[src/rtl/core/tts_pkg.sv]
// Shared types, constants and helpers of the token boundary scanner.
package tts_pkg;

  localparam int OFFSET_BITS = 16;
  localparam int FIELD_W     = 16;
  localparam int SAT_W       = (OFFSET_BITS + 1 > FIELD_W) ? OFFSET_BITS + 1 : FIELD_W;

  localparam logic [FIELD_W-1:0]     FIELD_MAX  = '1;
  localparam logic [OFFSET_BITS-1:0] OFFSET_MAX = '1;
  localparam logic [OFFSET_BITS:0]   LEN_ZERO   = '0;
  localparam logic [OFFSET_BITS:0]   LEN_ONE    = (OFFSET_BITS + 1)'(1);

  // Up to three tokens per item; count fits in two bits.
  localparam int MAX_RESULTS = 3;
  localparam int COUNT_W     = 2;

  // Result queue geometry.
  localparam int QUEUE_DEPTH = 4;
  localparam int QPTR_W      = 2;
  localparam int QCNT_W      = 3;

  localparam logic [7:0] CH_SPACE = 8'h20;
  localparam logic [7:0] CH_TAB   = 8'h09;
  localparam logic [7:0] CH_CR    = 8'h0D;
  localparam logic [7:0] CH_NL    = 8'h0A;
  localparam logic [7:0] CH_SLASH = 8'h2F;
  localparam logic [7:0] CH_QUOTE = 8'h22;
  localparam logic [7:0] CH_DOT   = 8'h2E;
  localparam logic [7:0] CH_UNDER = 8'h5F;
  localparam logic [7:0] CH_DASH  = 8'h2D;
  localparam logic [7:0] CH_ZERO  = 8'h30;
  localparam logic [7:0] CH_NINE  = 8'h39;
  localparam logic [7:0] CH_LO_A  = 8'h61;
  localparam logic [7:0] CH_LO_Z  = 8'h7A;
  localparam logic [7:0] CH_UP_A  = 8'h41;
  localparam logic [7:0] CH_UP_Z  = 8'h5A;

  typedef enum logic [2:0] {
    KIND_WORD    = 3'd0,
    KIND_NUMBER  = 3'd1,
    KIND_STRING  = 3'd2,
    KIND_NEWLINE = 3'd3,
    KIND_SINGLE  = 3'd4,
    KIND_END     = 3'd5
  } kind_t;

  typedef enum logic [2:0] {
    MODE_IDLE,
    MODE_SLASH,
    MODE_COMMENT,
    MODE_WORD,
    MODE_INT,
    MODE_DOT,
    MODE_FRAC,
    MODE_STRING
  } mode_t;

  typedef struct packed {
    kind_t              kind;
    logic [FIELD_W-1:0] start;
    logic [FIELD_W-1:0] length;
    logic               last;
  } token_t;

  typedef struct packed {
    mode_t                  mode;
    logic [OFFSET_BITS-1:0] tok_begin;
    logic [OFFSET_BITS-1:0] pos;
    logic                   finished;
  } scan_state_t;

  // Clamp a wide offset or length to the result field.
  function automatic logic [FIELD_W-1:0] sat_field(logic [OFFSET_BITS:0] v);
    logic [SAT_W-1:0] w;
    w = SAT_W'(v);
    if (w > SAT_W'(FIELD_MAX)) begin
      return FIELD_MAX;
    end
    return w[FIELD_W-1:0];
  endfunction

  // Distance from a to b, never below zero.
  function automatic logic [OFFSET_BITS:0] span(logic [OFFSET_BITS-1:0] a,
                                                logic [OFFSET_BITS-1:0] b);
    return (b > a) ? (OFFSET_BITS + 1)'(b - a) : LEN_ZERO;
  endfunction

  function automatic token_t make_tok(kind_t k, logic [OFFSET_BITS-1:0] start,
                                      logic [OFFSET_BITS:0] len);
    token_t t;
    t.kind   = k;
    t.start  = sat_field({1'b0, start});
    t.length = sat_field(len);
    t.last   = 1'b0;
    return t;
  endfunction

endpackage

[src/rtl/core/tts_scan.sv]
// Combinational scan step: tokens and next state for one held item.
module tts_scan (
  input  tts_pkg::scan_state_t                       st,
  input  logic [7:0]                                 char_byte,
  input  logic                                       end_of_text,
  output tts_pkg::scan_state_t                       nx,
  output tts_pkg::token_t [tts_pkg::MAX_RESULTS-1:0] toks,
  output logic [tts_pkg::COUNT_W-1:0]                tok_count
);
  import tts_pkg::*;

  logic [OFFSET_BITS-1:0] p;
  logic [OFFSET_BITS-1:0] dot_m1;
  logic [OFFSET_BITS-1:0] dot_ofs;
  logic [OFFSET_BITS:0]   span_bp;
  logic [OFFSET_BITS:0]   span_bd;
  logic is_ws, is_nl, is_slash, is_quote, is_dot, is_digit, is_alpha, is_wordc;
  logic ti_emit, ti_begin;
  mode_t  ti_mode;
  token_t ti_tok;

  assign p = st.pos;

  // Byte classes
  assign is_ws    = (char_byte == CH_SPACE) || (char_byte == CH_TAB) || (char_byte == CH_CR);
  assign is_nl    = (char_byte == CH_NL);
  assign is_slash = (char_byte == CH_SLASH);
  assign is_quote = (char_byte == CH_QUOTE);
  assign is_dot   = (char_byte == CH_DOT);
  assign is_digit = (char_byte >= CH_ZERO) && (char_byte <= CH_NINE);
  assign is_alpha = ((char_byte >= CH_LO_A) && (char_byte <= CH_LO_Z)) ||
                    ((char_byte >= CH_UP_A) && (char_byte <= CH_UP_Z)) ||
                    (char_byte == CH_UNDER) || (char_byte == CH_DASH);
  assign is_wordc = is_alpha || is_digit;

  // Byte taken between tokens
  assign ti_emit  = !is_ws && (is_nl || !(is_slash || is_quote || is_alpha || is_digit));
  assign ti_begin = !is_ws && !is_nl;
  assign ti_tok   = make_tok(is_nl ? KIND_NEWLINE : KIND_SINGLE, p, LEN_ONE);
  assign ti_mode  = is_slash ? MODE_SLASH  :
                    is_quote ? MODE_STRING :
                    is_alpha ? MODE_WORD   :
                    is_digit ? MODE_INT    : MODE_IDLE;

  // Held dot sits one byte back, never before the number start
  assign dot_m1  = (p != '0) ? p - 1'b1 : '0;
  assign dot_ofs = (dot_m1 < st.tok_begin) ? st.tok_begin : dot_m1;
  assign span_bp = span(st.tok_begin, p);
  assign span_bd = span(st.tok_begin, dot_ofs);

  // Next state
  always_comb begin
    logic idle_go;
    idle_go = 1'b0;
    nx      = st;
    if (!st.finished) begin
      if (end_of_text) begin
        nx.mode     = MODE_IDLE;
        nx.finished = 1'b1;
      end else begin
        if (p != OFFSET_MAX) begin
          nx.pos = p + 1'b1;
        end
        unique case (st.mode)
          MODE_SLASH: begin
            if (is_slash) nx.mode = MODE_COMMENT;
            else idle_go = 1'b1;
          end
          MODE_COMMENT: idle_go = is_nl;
          MODE_WORD:    idle_go = !is_wordc;
          MODE_INT: begin
            if (is_dot) nx.mode = MODE_DOT;
            else idle_go = !is_digit;
          end
          MODE_DOT: begin
            if (is_digit) nx.mode = MODE_FRAC;
            else idle_go = 1'b1;
          end
          MODE_FRAC: idle_go = !is_digit;
          MODE_STRING: begin
            if (is_quote) nx.mode = MODE_IDLE;
          end
          default: idle_go = 1'b1;
        endcase
        if (idle_go) begin
          nx.mode = ti_mode;
          if (ti_begin) nx.tok_begin = p;
        end
      end
    end
  end

  // Tokens
  always_comb begin
    logic [COUNT_W-1:0] n;
    token_t [MAX_RESULTS-1:0] tk;
    logic idle_go;
    n       = '0;
    tk      = '0;
    idle_go = 1'b0;
    if (st.finished) begin
      tk[0] = make_tok(KIND_END, p, LEN_ZERO);
      n     = COUNT_W'(1);
    end else if (end_of_text) begin
      unique case (st.mode)
        MODE_SLASH: begin
          tk[0] = make_tok(KIND_SINGLE, st.tok_begin, LEN_ONE);
          tk[1] = make_tok(KIND_END, p, LEN_ZERO);
          n     = COUNT_W'(2);
        end
        MODE_WORD: begin
          tk[0] = make_tok(KIND_WORD, st.tok_begin, span_bp);
          tk[1] = make_tok(KIND_END, p, LEN_ZERO);
          n     = COUNT_W'(2);
        end
        MODE_INT, MODE_FRAC: begin
          tk[0] = make_tok(KIND_NUMBER, st.tok_begin, span_bp);
          tk[1] = make_tok(KIND_END, p, LEN_ZERO);
          n     = COUNT_W'(2);
        end
        MODE_DOT: begin
          tk[0] = make_tok(KIND_NUMBER, st.tok_begin, span_bd);
          tk[1] = make_tok(KIND_SINGLE, dot_ofs, LEN_ONE);
          tk[2] = make_tok(KIND_END, p, LEN_ZERO);
          n     = COUNT_W'(3);
        end
        MODE_STRING: begin
          tk[0] = make_tok(KIND_END, st.tok_begin, span_bp);
          n     = COUNT_W'(1);
        end
        default: begin
          tk[0] = make_tok(KIND_END, p, LEN_ZERO);
          n     = COUNT_W'(1);
        end
      endcase
    end else begin
      unique case (st.mode)
        MODE_SLASH: begin
          if (!is_slash) begin
            tk[0]   = make_tok(KIND_SINGLE, st.tok_begin, LEN_ONE);
            n       = COUNT_W'(1);
            idle_go = 1'b1;
          end
        end
        MODE_COMMENT: idle_go = is_nl;
        MODE_WORD: begin
          if (!is_wordc) begin
            tk[0]   = make_tok(KIND_WORD, st.tok_begin, span_bp);
            n       = COUNT_W'(1);
            idle_go = 1'b1;
          end
        end
        MODE_INT: begin
          if (!is_dot && !is_digit) begin
            tk[0]   = make_tok(KIND_NUMBER, st.tok_begin, span_bp);
            n       = COUNT_W'(1);
            idle_go = 1'b1;
          end
        end
        MODE_DOT: begin
          if (!is_digit) begin
            tk[0]   = make_tok(KIND_NUMBER, st.tok_begin, span_bd);
            tk[1]   = make_tok(KIND_SINGLE, dot_ofs, LEN_ONE);
            n       = COUNT_W'(2);
            idle_go = 1'b1;
          end
        end
        MODE_FRAC: begin
          if (!is_digit) begin
            tk[0]   = make_tok(KIND_NUMBER, st.tok_begin, span_bp);
            n       = COUNT_W'(1);
            idle_go = 1'b1;
          end
        end
        MODE_STRING: begin
          if (is_quote) begin
            tk[0] = make_tok(KIND_STRING, st.tok_begin, span_bp + LEN_ONE);
            n     = COUNT_W'(1);
          end
        end
        default: idle_go = 1'b1;
      endcase
      if (idle_go && ti_emit) begin
        tk[n] = ti_tok;
        n     = n + 1'b1;
      end
    end
    for (int i = 0; i < MAX_RESULTS; i++) begin
      tk[i].last = (n != '0) && (COUNT_W'(i) == n - 1'b1);
    end
    toks      = tk;
    tok_count = n;
  end

endmodule

[src/rtl/core/tts_result_queue.sv]
// Small result queue: takes up to three tokens a cycle, drains one.
module tts_result_queue (
  input  logic                                       clk,
  input  logic                                       rst,
  input  logic [tts_pkg::COUNT_W-1:0]                push_count,
  input  tts_pkg::token_t [tts_pkg::MAX_RESULTS-1:0] push_tok,
  input  logic                                       pop,
  output tts_pkg::token_t                            head,
  output logic                                       not_empty,
  output logic                                       room
);
  import tts_pkg::*;

  token_t              entries [QUEUE_DEPTH];
  logic [QPTR_W-1:0]   rd_ptr;
  logic [QPTR_W-1:0]   wr_ptr;
  logic [QCNT_W-1:0]   count;
  logic [QCNT_W-1:0]   count_next;

  assign head       = entries[rd_ptr];
  assign not_empty  = (count != '0);
  assign room       = (count <= QCNT_W'(QUEUE_DEPTH - MAX_RESULTS));
  assign count_next = count + QCNT_W'(push_count) - QCNT_W'(pop);

  always_ff @(posedge clk) begin
    if (rst) begin
      rd_ptr <= '0;
      wr_ptr <= '0;
      count  <= '0;
    end else begin
      rd_ptr <= rd_ptr + QPTR_W'(pop);
      wr_ptr <= wr_ptr + QPTR_W'(push_count);
      count  <= count_next;
    end
  end

  always_ff @(posedge clk) begin
    for (int i = 0; i < MAX_RESULTS; i++) begin
      if (COUNT_W'(i) < push_count) begin
        entries[QPTR_W'(wr_ptr + QPTR_W'(i))] <= push_tok[i];
      end
    end
  end

endmodule

[src/rtl/core/text_token_boundary_scanner.sv]
// Token boundary scanner: takes a text one byte per item and reports each token's kind,
// start offset and length. Spaces, tabs, carriage returns and // comments are skipped; a
// newline is its own token; words, numbers (with an optional fraction that needs one byte
// of lookahead), quoted strings and one-byte tokens are reported on the item that shows
// where they end, so one item gives zero to three result items, the last flagged by
// last_of_run. An end_of_text item flushes any pending token and gives an end token of
// length 0 (an unterminated string instead gives one end token covering it); every item
// after that gives one more end token. Offsets and lengths saturate at 65535.
// Rate: one byte item per cycle while items give at most one result each and the output
// is not stalled. An item is held in the input register until the queue has room, then
// scanned and its results written into a four-entry result queue, from which they are
// offered in order. The single output port drains one result per cycle while token_ready
// is high, and the input stalls while the queue has fewer than three free entries.
module text_token_boundary_scanner (
  input  logic        clk,
  input  logic        rst,
  input  logic        char_valid,
  output logic        char_ready,
  input  logic [7:0]  char_byte,
  input  logic        end_of_text,
  output logic        token_valid,
  input  logic        token_ready,
  output logic [2:0]  token_kind,
  output logic [15:0] token_start,
  output logic [15:0] token_length,
  output logic        last_of_run
);
  import tts_pkg::*;

  // Input register
  logic       hold_valid;
  logic [7:0] hold_byte;
  logic       hold_eot;

  // Scanner state and the step's outputs
  scan_state_t              st;
  scan_state_t              st_next;
  token_t [MAX_RESULTS-1:0] step_toks;
  logic [COUNT_W-1:0]       step_count;

  logic   advance;
  logic   queue_room;
  token_t head;

  // Advance the held item only when the queue can take its worst case of three results.
  assign advance    = hold_valid && queue_room;
  assign char_ready = !hold_valid || advance;

  always_ff @(posedge clk) begin
    if (rst) begin
      hold_valid <= 1'b0;
      st         <= '{mode: MODE_IDLE, tok_begin: '0, pos: '0, finished: 1'b0};
    end else begin
      if (char_ready) begin
        hold_valid <= char_valid;
      end
      if (advance) begin
        st <= st_next;
      end
    end
  end

  // Payload needs no reset; load it on every accepted item.
  always_ff @(posedge clk) begin
    if (char_valid && char_ready) begin
      hold_byte <= char_byte;
      hold_eot  <= end_of_text;
    end
  end

  tts_scan u_scan (
    .st          (st),
    .char_byte   (hold_byte),
    .end_of_text (hold_eot),
    .nx          (st_next),
    .toks        (step_toks),
    .tok_count   (step_count)
  );

  tts_result_queue u_queue (
    .clk        (clk),
    .rst        (rst),
    .push_count (advance ? step_count : COUNT_W'(0)),
    .push_tok   (step_toks),
    .pop        (token_valid && token_ready),
    .head       (head),
    .not_empty  (token_valid),
    .room       (queue_room)
  );

  // Drive the result fields straight from the queue head register.
  assign token_kind   = 3'(head.kind);
  assign token_start  = head.start;
  assign token_length = head.length;
  assign last_of_run  = head.last;

endmodule

[config.mk]
export PLATFORM = sky130hd
export DESIGN_NAME = text_token_boundary_scanner
export DESIGN_NICKNAME = d
export VERILOG_FILES = /design/src/rtl/core/tts_pkg.sv /design/src/rtl/core/tts_scan.sv /design/src/rtl/core/tts_result_queue.sv /design/src/rtl/core/text_token_boundary_scanner.sv
export SDC_FILE = /design/constraint.sdc
export NUM_CORES = 1
export LEC_CHECK = 0
export BUFFER_PORTS_ARGS = -buffer_cell sky130_fd_sc_hd__buf_2
export CAP_MARGIN = 20
export CORE_MARGIN = 5
export CORE_UTILIZATION = 40
export DETAILED_ROUTE_END_ITERATION = 7
export GPL_ROUTABILITY_DRIVEN = 0
export PLACE_DENSITY_LB_ADDON = 0.3
export SETUP_SLACK_MARGIN = 0.02
export SYNTH_ARGS = -nofsm -noshare
export SYNTH_HDL_FRONTEND = slang
export SYNTH_HIERARCHICAL = 1
export SYNTH_SLANG_ARGS = --single-unit
[constraint.sdc]
create_clock -name clk -period 8.2 [get_ports clk]
set_input_delay 0.82 -clock clk [delete_from_list [all_inputs] [get_ports clk]]
set_output_delay 0.82 -clock clk [all_outputs]
set_load 0.02 [all_outputs]
==> flow_summary.yaml, run 1 <==
clock_tree:
  clk_pin_slew_ps: 70
  cts_hold_buf: 0
  h-tree-depth: 4
  cts_root_buffer: "clkbuf_16"
  cts_tree: "yes"
  clock_sinks: 197
  clock_insertion_delay_worst_skew_ps: 510
  postCtsSetupRepairBufs: 0
  cts_made_buffers: 17
  clk_path_buf_depth: 2
power_and_ir_drop:
  seqPwrFrac: 0.335
  p_int_mw: 2.130
  total_power_mw: 3.599
  powerDensity_nw_per_um2: 198.8
  p_sw_mw: 1.470
  ir_drop_mv: 0.1688
  switching_share: 0.4084
  combPwrFrac: 0.430
  power.leakage_nw: 6.420
  power_frac_clock: 0.235
layout:
  antenna_cells: 0
  multi_input_area_um2: 10700
  syn2layout_area_growth_pct: 5.457
  fillers: 4169
  nets: 2137
  drive_above_1_share: 0.1254
  seq_area_um2: 5479
  fin_area_um2: 18110
critical_path:
  reg2reg_to: "u_queue/entries[0][10]"
  critical_path_class: "reg2reg"
  cp.arrival_ps: 7820
  r2r_cells: 26
  critPathCaptureType: "flip-flop"
  cp.required_ps: 8400
  r2r_slack_ps: 570
  crit_fanout: 14
  r2r-start: "st[1]"
  start_kind: "flip-flop"
sta:
  finalMaxSlewViolations: 0
  fmax_mhz: 131.1
  finalCritPeriodShare: 0.9303
  tightest_slew_ps: 1210
  hold_violations: 0
  final.setup_skew_ps: 26.10
  fin_setup_tns_ps: 0
  relSlewSlack: 0.1901
  period_minus_slack_ps: 7629
  setup_viol: 0
  rsz0062_at_grt: "no"
  finalHoldWorstSlack_ps: 487.1
grt:
  track_usage: 0.2372
  grt_pass1_wl_mm: 87.75
  grt.met1_usage: 0.3203
  grt_max_degree: 77
  use_met3: 0.05272
  antenna_found_initial: 0
  globalRouteMet2Util: 0.3677
  grt.overflow.total: 0
  busiest_layer: "met2"
  first_global_vias: 15161
min_path:
  hold_path_end: "hold_byte[4]"
  min_path_type: "in2reg"
  hold_depth: 1
  hp-start: "char_byte[4]"
synthesis:
  synthFlopType: "edfxtp_1"
  yosys-top-cells-area: "edfxtp_1, nand2_1, a31oi_1, nor2_1, dfxtp_1"
  yosysTopAreaCellShare: 0.2676
  yosys_warnings: 6
  synth-seq-area-share: 0.3189
  yosys.area.top_type: "edfxtp_1"
  avgSynthCellArea_um2: 8.127
  synth.distinct_cells: 101
  yosysMostFrequentCell: "nand2_1"
  synth-async-reset-ratio: 0
  syn-cell-area_um2: 17170
  syn_inst: 2113
  ys_seq_elements: 197
  synth_common_cells: "nand2_1, nor2_1, a31oi_1, edfxtp_1, a21oi_1"
  synth_edf_count: 153
place:
  post-dp-hpwl_mm: 39.89
  dpl_cell_area_um2: 17520
  portBuffers: 50
detailed_routing:
  vias_per_cell: 6.294
  first_pass_iters: 8
  postRouteAntennaNets: 0
  routed_wl_mm: 57.81
  post-route-drc-count: 0
  wire_per_inst_um: 22.06
  drtIter0Drc: 2265
  vias: 16491
floorplan:
  rows: 76
  ios: 51
  dieWidth_um: 217.2
  initial_core_util: 0.4013
  core_um2: 42790
  dieArea_um2: 47170
  fp.dieH_um: 217.2
job:
  cap_violations: 0
outcome:
  status: "finished clean"
[power by group through the flow]
stage | sequential, mW | combinational (mW) | clock (mW)
detailed placement | 1.23 | 1.52 | 0
global route | 1.21 | 1.65 | 0.901
CTS | 1.21 | 1.53 | 0.873
global placement | 1.22 | 1.51 | 0
floorplan | 1.21 | 1.16 | 0
finish | 1.20 | 1.55 | 0.848
[sequential cells by signal, summed over array words and instances (netlist names)]
| register | flops |
|---|---|
| hold_valid | 1 |
| u_queue/count | 3 |
| st | 36 |
| u_queue/entries | 144 |
| u_queue/wr_ptr | 2 |
| u_queue/rd_ptr | 2 |
| hold_byte | 8 |
| hold_eot | 1 |
[critical path, stage by stage, from the launching register on]
cell	delay, ps
dfxtp_1	420
inv_1	260
ha_1	270
and4_1	260
and3_1	440
nor2_1	140
ha_1	320
a21o_1	180
a21o_1	190
a21o_1	170
a21o_1	170
a211oi_1	260
o21ai_0	160
a21oi_2	370
mux2i_1	180
ha_1	240
fa_1	410
nor2b_1	130
o21ai_0	110
a21boi_0	330
o311ai_0	280
a2111oi_1	820
o21ai_0	270
a222oi_1	420
o22ai_1	270
nand2_1	120
a31oi_1	110
[kinds of logic (layout without fill, tap and decap cells)]
kind of cell / Yosys count / in the layout / synth area share
fa+ha+maj: 63 / 63 / 0.04722
mux: 59 / 59 / 0.06194
simple gates: 917 / 917 / 0.2458
buf+inv: 226 / 158 / 0.06995
compound gates: 596 / 596 / 0.2284
other cells: 1 / 30 / 0.0002184
xor+xnor: 54 / 54 / 0.02754
flops: 197 / 197 / 0.3189
[metal layers]
layer / up-vias / wire [um]
met5: - / 0
met4: 0 / 2168
met3: 171 / 6604
met2: 1025 / 25640
met1: 7762 / 23390
li1: 7533 / -
[cells in the final DEF (no fill, tap or decap), types with 13 or more instances in the layout]
cell type | netlist | layout
nor2b_1 | 15 | 15
and2_1 | 23 | 23
a21bo_2 | 20 | 20
o22ai_1 | 14 | 14
nand2_1 | 411 | 411
buf_4 | 47 | 30
o21ai_1 | 15 | 15
mux4_2 | 36 | 36
a21oi_1 | 147 | 147
mux2_2 | 18 | 18
nor2_1 | 249 | 248
a21bo_1 | 16 | 16
a211oi_1 | 16 | 14
inv_1 | 41 | 41
o21ai_0 | 77 | 75
o21a_1 | 16 | 16
a21o_1 | 21 | 21
nand4_1 | 18 | 18
xnor2_1 | 37 | 37
conb_1 | 1 | 30
buf_2 | 63 | 50
nand2b_1 | 14 | 14
nand3_1 | 60 | 60
a31oi_1 | 156 | 156
edfxtp_1 | 153 | 153
xor2_1 | 17 | 17
o31ai_1 | 13 | 13
clkbuf_16 | 0 | 17
and3_1 | 13 | 13
ha_1 | 60 | 60
nor3_1 | 30 | 30
dfxtp_1 | 44 | 41
nor4_2 | 14 | 15
[how the worst max path moves through the flow]
stage           from  slack [ps]                     end
6_report       st[1]         570  u_queue/entries[0][10]
3_3_place_gp   st[1]         870   u_queue/entries[0][8]
4_1_cts        st[1]         640   u_queue/entries[0][8]
2_1_floorplan  st[1]        1390   u_queue/entries[0][8]
5_1_grt        st[1]          40   u_queue/entries[0][8]
3_5_place_dp   st[1]         690   u_queue/entries[0][8]
[metrics by stage]
step	util	cells	worst slack, ps
floorplan	-	2142	1393
global placement	0.4092	2586	874.6
detailed placement	0.4094	2587	693.5
CTS	0.4229	2619	639.7
global route	0.4232	2620	37.26
finish	0.4232	2620	571.2
[timing repair]
action | in CTS | in global routing
hold endpoints to repair | 0 | 0
endpoints found under the setup margin | 0 | 36
resized for setup | 0 | 2
[final cells by class]
cell class / count / area share
multi-input combinational: 1719 / 0.5908
timing repair buffer: 83 / 0.02826
tap: 546 / 0.03773
inverter: 43 / 0.008913
clock buffer: 18 / 0.02425
sequential: 197 / 0.3026
clock inverter: 14 / 0.007531
Power figures use the tool's default switching activity.
==> run 2: changes to the inputs <==
--- a/config.mk
+++ b/config.mk
@@ -8,7 +8,7 @@
 export BUFFER_PORTS_ARGS = -buffer_cell sky130_fd_sc_hd__buf_2
 export CAP_MARGIN = 20
 export CORE_MARGIN = 5
-export CORE_UTILIZATION = 40
+export CORE_UTILIZATION = 50
 export DETAILED_ROUTE_END_ITERATION = 7
 export GPL_ROUTABILITY_DRIVEN = 0
 export PLACE_DENSITY_LB_ADDON = 0.3
==> run 2 against run 1 <==
The run now ends with DRC left. Via count grew 0.93%. Hold slack better by 28 ps. Largest cell class unchanged. Sequential share of layout area increased by 0.10 points. Core utilization rose by 11 points.
==> flow_summary.yaml, run 2 (synthesis gave the netlist of run 1 again) <==
place:
  dp_slack_ps: 667.6
  portBuffers: 50
  post-dp-hpwl_mm: 38.30
power_and_ir_drop:
  power.leakage_nw: 6.474
  total_power_mw: 3.617
  ir_drop_mv: 0.2456
  powerDensity_nw_per_um2: 200.4
grt:
  first_global_vias: 15311
  track_usage: 0.2829
  busiest_layer: "met2"
  use_met3: 0.04756
  grt.met1_usage: 0.3960
  grt_max_degree: 77
  antenna_found_initial: 0
  globalRouteMet2Util: 0.4365
  grt_pass1_wl_mm: 86.38
  grt.overflow.total: 0
sta:
  relSlewSlack: 0.2204
  fin_setup_tns_ps: 0
  tightest_slew_ps: 1169
  rsz0062_at_grt: "no"
  setup_viol: 0
  final.setup_skew_ps: 21.61
  hold_violations: 0
  finalMaxSlewViolations: 0
  period_minus_slack_ps: 7778
  finalCritPeriodShare: 0.9485
  fmax_mhz: 128.6
  layout_setup_ws_ps: 422.1
critical_path:
  critPathCaptureType: "flip-flop"
  cp.required_ps: 8490
  r2r_cells: 28
  cp.arrival_ps: 8070
  cpMostUsedCell: "a21o_1"
  crit_fanout: 14
  critPathSlowestCell: "a21oi_1"
  r2r-start: "st[2]"
  reg2reg_to: "u_queue/entries[0][3]"
  r2r_slack_ps: 420
  start_kind: "flip-flop"
  cpPeakStageDelay_ps: 680
  critical_path_class: "reg2reg"
layout:
  utilization: 0.5355
  final_common_cell: "nand2_1"
  antenna_cells: 0
  nets: 2144
  reg_top3: "u_queue/entries x144, st x36, hold_byte x8"
  drive_above_1_share: 0.1273
  top_register: "u_queue/entries"
  largest_reg_flops: 144
  syn2layout_area_growth_pct: 5.101
  final_cell_mix: "nand2_1, nor2_1, a31oi_1"
  fillers: 3086
clock_tree:
  clk_pin_slew_ps: 90
  cts_root_buffer: "clkbuf_16"
  post_cts_resized: 0
  postCtsSetupRepairBufs: 0
  clk_path_buf_depth: 2
  cts_tree: "yes"
  cts_hold_buf: 0
  clock_sinks: 197
  clock_insertion_delay_worst_skew_ps: 470
  cts_made_buffers: 17
  h-tree-depth: 4
min_path:
  hold_depth: 1
  min_path_type: "in2reg"
  hp-start: "char_byte[1]"
  hold_path_end: "hold_byte[1]"
detailed_routing:
  wire_per_inst_um: 22.20
  post-route-drc-count: 22
  drtIter0Drc: 2550
  vias: 16645
  vias_per_cell: 6.582
  routed_wl_mm: 56.14
  postRouteAntennaNets: 0
  first_pass_iters: 8
floorplan:
  rows: 67
  dieWidth_um: 195.3
  initial_core_util: 0.5095
  fp.dieH_um: 195.3
  ios: 51
  core_um2: 33700
  dieArea_um2: 38150
outcome:
  status: "finished, violations left"
  failed_checks: "DRC"
job:
  cap_violations: 0
[run 2: how the worst max path moves through the flow]
stage,from,to,slack [ps],cells after the start
final,st[2],u_queue/entries[0][3],420,28
after global routing,st[2],u_queue/entries[0][3],50,28
after CTS,st[2],u_queue/entries[0][6],620,28
after detailed placement,st[2],u_queue/entries[0][6],670,28
after global placement,st[2],u_queue/entries[0][7],900,28
after floorplan,st[1],u_queue/entries[0][8],1390,31
[run 2: layout make-up]
type	instances	area, um2	area share
Clock buffer	19	442.9	0.02454
Clock inverter	13	146.4	0.008111
Inverter	43	161.4	0.008943
Multi-Input combinational cell	1719	10680	0.5919
Sequential cell	197	5479	0.3036
Tap cell	448	560.5	0.03106
Timing Repair Buffer	90	575.6	0.03189
[run 2: critical path: cells and delay by family, from the launching register on]
kind	cells	cell delay (ps)
DFF	1	410
and+or+nand+nor	6	1490
buffers and inverters	2	520
adders and majority gates	3	970
muxes	1	380
AOI/OAI and AO/OA	16	3820
[run 2: routing by layer]
layer  vias to the layer above  wire length [um]
li1                       7542                 -
met1                      7760             22540
met2                      1174             24850
met3                       169              6479
met4                         0              2279
met5                         -                 0
[run 2: stage by stage]
stage | instances | area, um2 | hold slack [ps]
4_1_cts | 2526 | 18000 | 502.5
3_3_place_gp | 2494 | 17410 | 540.0
5_1_grt | 2529 | 18050 | 511.4
6_report | 2529 | 18050 | 514.6
2_1_floorplan | 2142 | 17280 | 484.2
3_5_place_dp | 2494 | 17410 | 547.1
[run 2: where the power goes]
group	switching (mW)	total, mW	internal (mW)
Combinational	0.991	1.55	0.558
Clock	0.417	0.856	0.438
Sequential	0.0504	1.21	1.16
Total	1.46	3.62	2.16
